## src/rtl/core/ltdd_pkg.sv

```systemverilog
// Package for the lock table deadlock detector: request/response words,
// mode codes and size constants. No dependencies.
`default_nettype none
package ltdd_pkg;
   localparam int NUM_PROCS_DEF   = 64;
   localparam int NUM_LOCKS_DEF   = 64;
   localparam int ENERGY_BITS_DEF = 32;

   localparam logic [1:0] MODE_ACQUIRE = 2'd0;
   localparam logic [1:0] MODE_RELEASE = 2'd1;
   localparam logic [1:0] MODE_SET     = 2'd2;
   localparam logic [1:0] MODE_QUERY   = 2'd3;

   typedef struct packed {
      logic [1:0]  mode;
      logic [5:0]  proc_id;
      logic [5:0]  lock_id;
      logic        proc_active;
      logic [31:0] energy;
   } req_type;

   typedef struct packed {
      logic       granted;
      logic       deadlock_found;
      logic       victim_found;
      logic [5:0] victim_id;
      logic       holding;
   } rsp_type;
endpackage
`default_nettype wire

```

## src/rtl/core/lock_table_deadlock_detector.sv

```systemverilog
// Lock table deadlock detector top level: tables, walk sequencer, output register.
// Depends on ltdd_pkg.
//
// req_stall is high while a request word is in progress. Acquire of a free
// lock, release, set and query are accepted, decided in S_DECIDE and loaded
// into the response register from S_DONE. Every table read is registered, so
// a blocked acquire walks the owner chain in S_DETECT and S_DET_NEXT per hop
// through a single shared hop unit (one wait-lock read, one owner read and one
// energy compare). A walk that finds no cycle stops at a dead end or after
// NUM_PROCS hops; a walk that closes a cycle is followed by a second walk for
// the victim. The response register holds until taken, and a finished word
// waits in the last state while an older response is still stalled.
`default_nettype none
module lock_table_deadlock_detector #(
   parameter int NUM_PROCS   = ltdd_pkg::NUM_PROCS_DEF,
   parameter int NUM_LOCKS   = ltdd_pkg::NUM_LOCKS_DEF,
   parameter int ENERGY_BITS = ltdd_pkg::ENERGY_BITS_DEF
) (
   input  wire             clock,
   input  wire             reset,
   input  wire             req_valid,
   output logic            req_stall,
   input  ltdd_pkg::req_type req_word,
   output logic            rsp_valid,
   input  wire             rsp_stall,
   output ltdd_pkg::rsp_type rsp_word
);
   import ltdd_pkg::*;

   localparam int PW = $clog2(NUM_PROCS);
   localparam int LW = $clog2(NUM_LOCKS);
   localparam int HW = $clog2(NUM_PROCS + 1);

   typedef enum logic [6:0] {
      S_IDLE     = 7'b0000001,
      S_DECIDE   = 7'b0000010,
      S_DETECT   = 7'b0000100,
      S_DET_NEXT = 7'b0001000,
      S_VIC_NEXT = 7'b0010000,
      S_VICTIM   = 7'b0100000,
      S_DONE     = 7'b1000000
   } state_type;

   state_type        state_ff, state_in;
   req_type          req_ff, req_in;
   logic [NUM_LOCKS-1:0] held_ff, held_in;
   logic [NUM_PROCS-1:0] valid_ff, valid_in, wait_ff, wait_in, kill_ff, kill_in;
   logic [5:0]       owner_mem [NUM_LOCKS];
   logic [5:0]       wlock_mem [NUM_PROCS];
   logic [ENERGY_BITS-1:0] en_raw [NUM_PROCS];
   logic [NUM_PROCS-1:0] en_set_ff;
   logic [5:0]       owner_rd_ff, wlock_rd_ff;
   logic [ENERGY_BITS-1:0] energy_rd_ff;
   logic             en_set_rd_ff;
   logic [5:0]       cur_ff, cur_in, victim_ff, victim_in;
   logic [ENERGY_BITS-1:0] best_ff, best_in;
   logic [HW-1:0]    hops_ff, hops_in;
   logic             nxt_ok_ff, nxt_ok_in;
   rsp_type          res_ff, res_in;
   rsp_type          rsp_ff, rsp_in;
   logic             rsp_valid_ff, rsp_valid_in;

   logic             pid_ok, lk_ok, cur_live, nxt_ok;
   logic [PW-1:0]    pid_ix, cur_ix, cur_raddr;
   logic [LW-1:0]    lk_ix, wl_ix, own_raddr;
   logic [ENERGY_BITS-1:0] cur_energy;
   logic             own_wr, wl_wr, en_wr;

   assign pid_ix   = PW'(req_ff.proc_id);
   assign lk_ix    = LW'(req_ff.lock_id);
   assign pid_ok   = (req_ff.proc_id != 6'd0) && (32'(req_ff.proc_id) < NUM_PROCS);
   assign lk_ok    = 32'(req_ff.lock_id) < NUM_LOCKS;
   assign cur_ix   = PW'(cur_ff);
   assign cur_live = (cur_ff != 6'd0) && (32'(cur_ff) < NUM_PROCS) && valid_ff[cur_ix];
   assign wl_ix    = LW'(wlock_rd_ff);
   // next hop: owner of the held lock cur waits on, else stop
   assign nxt_ok   = wait_ff[cur_ix] && (32'(wlock_rd_ff) < NUM_LOCKS) && held_ff[wl_ix];
   assign cur_energy = en_set_rd_ff ? energy_rd_ff : '0;
   assign cur_raddr  = PW'(cur_in);

   assign req_stall = (state_ff != S_IDLE);
   assign rsp_valid = rsp_valid_ff;
   assign rsp_word  = rsp_ff;

   always_comb begin
      state_in = state_ff; req_in = req_ff; held_in = held_ff; valid_in = valid_ff;
      wait_in = wait_ff; kill_in = kill_ff; cur_in = cur_ff; victim_in = victim_ff;
      best_in = best_ff; hops_in = hops_ff; nxt_ok_in = nxt_ok_ff;
      res_in = res_ff; rsp_in = rsp_ff; rsp_valid_in = rsp_valid_ff;
      own_wr = 1'b0; wl_wr = 1'b0; en_wr = 1'b0;
      own_raddr = lk_ix;
      if (rsp_valid_ff && !rsp_stall) rsp_valid_in = 1'b0;
      case (state_ff)
         S_IDLE: begin
            own_raddr = LW'(req_word.lock_id);
            if (req_valid) begin
               req_in = req_word;
               state_in = S_DECIDE;
            end
         end
         S_DECIDE: begin
            res_in = '0;
            state_in = S_DONE;
            case (req_ff.mode)
               MODE_ACQUIRE: begin
                  if (pid_ok && lk_ok) begin
                     if (!held_ff[lk_ix]) begin
                        held_in[lk_ix] = 1'b1;
                        own_wr = 1'b1;
                        wait_in[pid_ix] = 1'b0;
                        res_in.granted = 1'b1;
                     end else begin
                        wait_in[pid_ix] = 1'b1;
                        wl_wr = 1'b1;
                        cur_in = owner_rd_ff;
                        hops_in = '0;
                        state_in = S_DETECT;
                     end
                  end
               end
               MODE_RELEASE: begin
                  if (lk_ok) begin
                     held_in[lk_ix] = 1'b0;
                     own_wr = 1'b1;
                  end
               end
               MODE_SET: begin
                  if (pid_ok) begin
                     valid_in[pid_ix] = req_ff.proc_active;
                     en_wr = 1'b1;
                  end
               end
               MODE_QUERY: begin
                  res_in.holding = lk_ok && held_ff[lk_ix] && (owner_rd_ff == req_ff.proc_id);
               end
               default: ;
            endcase
         end
         S_DETECT: begin
            if (32'(hops_ff) >= NUM_PROCS || !cur_live) begin
               state_in = S_DONE;
            end else if (cur_ff == req_ff.proc_id) begin
               // cycle closed: seed the victim walk with the requester, refetch the owner
               res_in.deadlock_found = 1'b1;
               best_in   = cur_energy;
               victim_in = (cur_energy != '0) ? req_ff.proc_id : 6'd0;
               own_raddr = lk_ix;
               nxt_ok_in = 1'b1;
               hops_in   = '0;
               state_in  = S_VIC_NEXT;
            end else begin
               own_raddr = wl_ix;
               nxt_ok_in = nxt_ok;
               hops_in   = hops_ff + HW'(1);
               state_in  = S_DET_NEXT;
            end
         end
         S_DET_NEXT: begin
            cur_in   = nxt_ok_ff ? owner_rd_ff : 6'd0;
            state_in = S_DETECT;
         end
         S_VIC_NEXT: begin
            cur_in   = nxt_ok_ff ? owner_rd_ff : 6'd0;
            state_in = S_VICTIM;
         end
         S_VICTIM: begin
            if (cur_ff == req_ff.proc_id || 32'(hops_ff) >= NUM_PROCS || !cur_live) begin
               if (victim_ff != 6'd0) begin
                  kill_in[PW'(victim_ff)] = 1'b1;
                  res_in.victim_found = 1'b1;
                  res_in.victim_id = victim_ff;
               end
               state_in = S_DONE;
            end else begin
               if (cur_energy > best_ff) begin
                  best_in = cur_energy;
                  victim_in = cur_ff;
               end
               own_raddr = wl_ix;
               nxt_ok_in = nxt_ok;
               hops_in   = hops_ff + HW'(1);
               state_in  = S_VIC_NEXT;
            end
         end
         S_DONE: begin
            // wait for the output register to free up
            if (!rsp_valid_ff || !rsp_stall) begin
               rsp_in = res_ff;
               rsp_valid_in = 1'b1;
               state_in = S_IDLE;
            end
         end
         default: state_in = S_IDLE;
      endcase
   end

   always_ff @(posedge clock) begin
      if (reset) begin
         state_ff <= S_IDLE; held_ff <= '0; valid_ff <= '0; wait_ff <= '0;
         kill_ff <= '0; rsp_valid_ff <= 1'b0;
      end else begin
         state_ff <= state_in; held_ff <= held_in; valid_ff <= valid_in;
         wait_ff <= wait_in; kill_ff <= kill_in; rsp_valid_ff <= rsp_valid_in;
      end
      req_ff <= req_in; cur_ff <= cur_in; victim_ff <= victim_in;
      best_ff <= best_in; hops_ff <= hops_in; nxt_ok_ff <= nxt_ok_in;
      res_ff <= res_in; rsp_ff <= rsp_in;
   end

   // owner reads of unheld locks are masked by held_ff and wait-lock reads by
   // the waiting flag; energy of an unwritten entry reads as zero via en_set_ff
   always_ff @(posedge clock) begin
      if (own_wr) owner_mem[lk_ix] <= (req_ff.mode == MODE_ACQUIRE) ? req_ff.proc_id : 6'd0;
      if (wl_wr) wlock_mem[pid_ix] <= req_ff.lock_id;
      if (en_wr) en_raw[pid_ix] <= ENERGY_BITS'({32'd0, req_ff.energy});
      owner_rd_ff  <= owner_mem[own_raddr];
      wlock_rd_ff  <= wlock_mem[cur_raddr];
      energy_rd_ff <= en_raw[cur_raddr];
      en_set_rd_ff <= en_set_ff[cur_raddr];
   end

   always_ff @(posedge clock) begin
      if (reset) en_set_ff <= '0;
      else if (en_wr) en_set_ff[pid_ix] <= 1'b1;
   end

   assert property (@(posedge clock) disable iff (reset)
      rsp_valid && rsp_stall |=> rsp_valid && $stable(rsp_word))
      else $error("response changed under stall");
   assert property (@(posedge clock) disable iff (reset)
      rsp_valid && rsp_word.victim_found |-> rsp_word.deadlock_found)
      else $error("victim without deadlock");
   assert property (@(posedge clock) disable iff (reset)
      rsp_valid && rsp_word.granted |-> !rsp_word.deadlock_found && !rsp_word.holding)
      else $error("conflicting response bits");
endmodule
`default_nettype wire
```

## config.mk

```make
export PLATFORM = sky130hd
export DESIGN_NAME = lock_table_deadlock_detector
export DESIGN_NICKNAME = d
export VERILOG_FILES = /design/src/rtl/core/ltdd_pkg.sv /design/src/rtl/core/lock_table_deadlock_detector.sv
export SDC_FILE = /design/constraint.sdc
export NUM_CORES = 2
export LEC_CHECK = 0
export BUFFER_PORTS_ARGS = -buffer_cell sky130_fd_sc_hd__buf_2
export CORE_AREA = 2 2 607 609
export CTS_BUF_LIST = sky130_fd_sc_hd__clkbuf_4
export DETAILED_ROUTE_END_ITERATION = 8
export DIE_AREA = 0 0 609 611
export PLACE_DENSITY = 0.57
export SLEW_MARGIN = 20
export SYNTH_ARGS = -nofsm -noshare
export SYNTH_HDL_FRONTEND = slang
export SYNTH_SLANG_ARGS = --single-unit
```

## constraint.sdc

```tcl
create_clock -name clock -period 4.7 [get_ports clock]
set_input_delay 1.175 -clock clock [delete_from_list [all_inputs] [get_ports clock]]
set_output_delay 1.175 -clock clock [all_outputs]
set_load 0.02 [all_outputs]
```

# Yosys cells after proc, flatten, opt, wreduce, memory -nomap -nowiden
# Memories as Yosys holds them, arrays and structs flattened. A register that Yosys moved wholly into a read port is not among the register bits.
# Cells that the tools add are included.
# op_classes
n_bitwise	7
addsub	1
muxes	87
n_reduce_logical	35
n_lt_le_gt_ge	9
n_eq_ne	26
# ops
operator	count
$mux W64	3
$or A64 B64 Y64	3
$mux W32	5
$and A64 B64 Y64	2
$not A64 Y64	2
$pmux W64 S2	1
$mux W7	15
$mux W6	13
$bwmux W64	1
$pmux W32 S2	1
$pmux W7 S7	1
$lt A6 B7 Y1 const B	5
$gt A32 B32 Y1	1
$reduce_bool A32 Y1	1
$mux W1	31
$bmux W1 S6	5
$ne A2 B2 Y1 const B	13
$pmux W6 S2	2
$pmux W7 S3	1
$pmux W6 S3	1
$reduce_bool A6 Y1	3
$reduce_and A3 Y1	5
$pmux W7 S2	1
$demux W1 S6	2
27 further kinds	47
# totals
wordCells	195
regBits	384
ramBits	2816
output_inout_bits	12
inputBits	51
n_memories	3
# mem_list
memory	depth	word_bits	read_ports	rd_ports_with_merged_regs	write_ports	line	text
en_raw	64	32	1	1	1	lock_table_deadlock_detector.sv:50	logic [ENERGY_BITS-1:0] en_raw [NUM_PROCS];
owner_mem	64	6	1	1	1	lock_table_deadlock_detector.sv:48	logic [5:0] owner_mem [NUM_LOCKS];
wlock_mem	64	6	1	1	1	lock_table_deadlock_detector.sv:49	logic [5:0] wlock_mem [NUM_PROCS];

# Longest topological paths before layout
# logic_depth
ltp_word	8
mapped_depth	20
depth_no_buf	14

# Least setup slack after synthesis
# No wires, ideal clock.
# synth_path
kind	register to register
from	register req_ff (netlist bit lk_ix[2])
to	register wlock_rd_ff[1] (netlist: wl_ix[1]) (read register of wlock_mem)
setup_slack_ns	0.233
setup_ns	0.129
required_ns	4.571
period_less_slack_ns	4.467
n_path_buf	6
path_stages_with_launch	19
t_arrival_ns	4.338
path_cell_list	edfxtp_1 -> buf_2 -> mux4_2 -> nand2_1 -> a21oi_1 -> a311oi_1 -> and4_1 -> buf_4 -> and3_1 -> nor2_4 -> inv_2 -> buf_6 -> buf_4 -> buf_2 -> buf_2 -> mux2i_1 -> o22ai_1 -> nor4_1 -> nand4_1
# synth_via
elab_chain_len	6
# synth_rtl
element	line	text
from (decl)	lock_table_deadlock_detector.sv:45	req_type req_ff, req_in;
from (signal assigned)	lock_table_deadlock_detector.sv:205	req_ff <= req_in; cur_ff <= cur_in; victim_ff <= victim_in;
$bmux W1 S6	lock_table_deadlock_detector.sv:107	if (!held_ff[lk_ix]) begin
$mux W1 (implied by the code)	lock_table_deadlock_detector.sv:107	
$mux W6	lock_table_deadlock_detector.sv:107	
$mux W6	lock_table_deadlock_detector.sv:106	if (pid_ok && lk_ok) begin
$mux W6	lock_table_deadlock_detector.sv:104	case (req_ff.mode)
$pmux W6 S2	lock_table_deadlock_detector.sv:93	case (state_ff)
to (decl)	lock_table_deadlock_detector.sv:52	logic [5:0] owner_rd_ff, wlock_rd_ff;
# Every way passes these cells. The select of a mux whose other input is x is not followed.
# A chain may end at the register's enable or synchronous reset.

# Worst setup path after layout
# layout_path
from	register cur_ff[1]
to	register owner_rd_ff[3] (read register of owner_mem)
# layout_via
elab_chain_len	7
elab_cells_between_ends	13
classes_between	eq/ne (1); mux (6); reduce/logical (6)
# layout_rtl
element	line	text
from (decl)	lock_table_deadlock_detector.sv:55	logic [5:0] cur_ff, cur_in, victim_ff, victim_in;
from (signal assigned)	lock_table_deadlock_detector.sv:205	
$bmux W1 S6	lock_table_deadlock_detector.sv:74	assign cur_live = (cur_ff != 6'd0) && (32'(cur_ff) < NUM_PROCS) && valid_ff[cur_ix];
$mux W1 (implied by the code)	lock_table_deadlock_detector.sv:74	
$logic_and A1 B1 Y1	lock_table_deadlock_detector.sv:74	
$logic_not A1 Y1	lock_table_deadlock_detector.sv:140, lock_table_deadlock_detector.sv:167	
$logic_or A1 B1 Y1, on equally long branches	lock_table_deadlock_detector.sv:167, lock_table_deadlock_detector.sv:140	
$mux W6, on equally long branches	lock_table_deadlock_detector.sv:167, lock_table_deadlock_detector.sv:140	
$pmux W6 S3 *	lock_table_deadlock_detector.sv:93	
to (decl)	lock_table_deadlock_detector.sv:52	
# Mark *: on every way between the ends. The rest lies on a longest branch, timed or not. The select of a mux whose other input is x is not followed.

==> impl_metrics.toml <==
[die]
dieArea_um2 = 372000
dieHeight_um = 611
die_x_um = 609
fp-row-count = 222
start_util_pct = 34.9
placeableCoreArea_um2 = 365000
ios = 63

[cts]
worst_skew_pair.late_latency_ns = 1.57
clkSinkCount = 3244
cts_buffers = 804
clkTransAtPathRegs_ns = 0.07
cts_buffer_depth = 4
cts_tree = "built"
cts_root_buf = "clkbuf_4"
htree_num_levels = 6

[synth]
netlist_instances = 9216
synthTopCellsByCount = "edfxtp_1, nand2_1, mux2i_1"
yosysMostFrequentCell = "edfxtp_1"
synth-seq-cells = 3244
ys_types = 79
async_reset_ff_share_pct = 0
yosys.area.top_type = "edfxtp_1"
synth.avg_cell_area_um2 = 13.8
synth_ff_type = "edfxtp_1"
synth_area_um2 = 127000
yosysTopAreaCellShare_pct = 69.1
netlist_top_cells_area = "edfxtp_1, nand2_1, dfxtp_1"
ys_seq_area_share_pct = 74.0
synth_edf_count = 2929
ys_warn_count = 0

[layout]
design_area_um2 = 149000
multi_input_area_um2 = 31300
layout.nets = 10293
seq_area_um2 = 94300
fin_util_pct = 40.9
finalNonFillerCells = 15677
n_fill_cell = 33786
syn_to_final_growth_pct = 17.2
drive_gt1_share_pct = 20.0

[grt]
first_global_vias = 81534
grt_max_degree = 148
grt_pass1_wl_um = 533000
antenna_found_initial = 10
grtUsageTotal_pct = 18.9
grt_overflow = 0

[setup_path]
path_delay_family = "buffers and inverters"
path_cells = "buf_4, mux2i_1, a22oi_1, a21boi_0, buf_4, o41ai_2, buf_4, and4_2, nor3_1, a221oi_2, buf_4, buf_4, and2_1, buf_4, a32oi_1, a31oi_1, buf_4, o41ai_1, buf_4, and3_1"
arrival_ns = 6.05
cpMaxStageDelayCell = "mux2i_1"
cp.buffers_inverters = 8
cp-end-kind = "flop"
cp_slowest_stage_delay_ns = 0.42
cp_max_fo = 13
startpoint_type = "flop"
required_ns = 6.14
critPathKind = "reg2reg"
worst_path_most_repeated_cell = "buf_4"

[place]
gp_congestion = 0.874
dp_hpwl_um = 220000
dp_worst_setup_slack_ns = -0.0240
numPortBuffers = 62
numPlacedInstances = 14161
place_area_um2 = 138000

[timing]
worst_slew_pin_slew_ns = 1.09
hold_violations = 0
setup_slack_ns = 0.0942
final-setup-viol-count = 0
timing.fmax_ghz = 0.217
min_period_ns = 4.61
finClkSkew_ns = 0.109
grt_setup_unrepaired = "yes"
finalCritPeriodShare_pct = 98.0
slew_viol_final = 0
maxSlewHeadroom_pct = 26.9

[power]
ir_worst_vdd_uv = 241
p_leak_uw = 0.0532
power_uw = 60100
cellPowerDensity_nw_per_um2 = 402

[route]
ant_nets = 0
vias = 82266
wl_um = 363000
drt-vias-per-instance = 5.25
first_pass_iters = 6
drc = 0
drt_iter0_drc = 8997
wl_per_cell_um = 23.1

[status]
status = "finished clean"

[flow_run]
cap_viol_max_count = 0

[hold_path]
hold_class = "in2reg"
[flip-flops by register name, indices dropped and copies added, names as in the netlist, 7 cells and up, named ones only]
register and flops:
energy_rd_ff 32, req_ff 35, hops_ff 7, best_ff 32
valid_ff 64, en_set_ff 64, en_raw 2048, rsp_word 10
wlock_mem 384, res_ff 10, owner_mem 384, state_ff 7
[layer usage]
metal	vias to the layer above	track usage, %	wire, um
met1	41411	25.4	152000
met4	4	5.65	8510
met5	-	0	21
met2	3289	31.4	176000
met3	546	3.30	26300
li1	37016	-	-
[cells in the final DEF (no fill, tap or decap), types with 37 or more instances in the layout]
cell,netlist,routed
o21ai_0,195,195
edfxtp_1,2929,2929
nand3_1,504,503
nand2_1,2030,2025
inv_1,49,49
a31oi_1,175,173
buf_4,13,488
a221oi_1,38,37
mux4_2,73,73
nor2_1,489,422
a32oi_1,117,117
clkbuf_4,0,1190
nor4_1,47,44
nor2_4,1,67
buf_12,0,122
buf_2,177,61
conb_1,1,38
dlygate4sd3_1,0,50
nand4_1,191,191
clkinv_1,0,185
a21oi_1,293,292
mux2i_1,583,580
o22ai_1,197,197
a22o_1,37,37
dfxtp_1,315,314
and2_1,57,46
[cells by family after synthesis]
logic type	after synthesis	share of synthesized area [%]
AO/OA/AOI/OAI	1163	5.79
other	1	0.00294
adder cells (fa/ha/maj)	34	0.334
flip-flops	3244	74.0
buffers and inverters	636	2.11
XOR/XNOR	18	0.124
AND/OR/NAND/NOR	3458	11.7
multiplexers	662	5.93
[path summary, 6_finish.rpt]
kind | cells after the start | from | endpoint | slack (ns)
min reg2reg | 0 | res_ff[5]$_SDFFCE_PN0P_ | rsp_word[5]$_DFFE_PP_ | 0.42
max reg2reg | 20 | cur_ff[1]$_DFF_P_ | owner_rd_ff[3]$_DFF_P_ | 0.09
min | 2 | req_word[0] | req_ff[0]$_DFFE_PP_ | 0.33
max | 20 | cur_ff[1]$_DFF_P_ | owner_rd_ff[3]$_DFF_P_ | 0.09
[report_power, final]
part	total [uW]	switching (uW)	internal [uW]
Combinational	4470	3110	1360
Sequential	32100	271	31800
Clock	23600	11400	12100
Total	60100	14800	45300
[repair_timing]
item	CTS	global route
cloned	0	2
buffers inserted	0	4
hold buffers	49	1
resized for setup	1	30
pin swaps	0	2
setup endpoints to repair	1	37
hold endpoints to repair	60	31
[per-stage QoR]
stage               hold slack [ns]  TNS [ns]
finish                        0.331         0
global route                  0.195  -0.00866
CTS                           0.104         0
detailed placement            0.405   -0.0728
global placement              0.436     -6.56
floorplan                     0.400         0
[area by class of cell]
cell class	instances	share of cell area [%]
diodes	9	0.0151
clock buffers	1190	5.98
clock inverters	260	0.971
inverters	52	0.142
multi-input cells	5373	20.9
flip-flops and latches	3244	63.1
well taps	4816	4.04
repair buffers	733	4.77
Power figures use the tool's default switching activity.
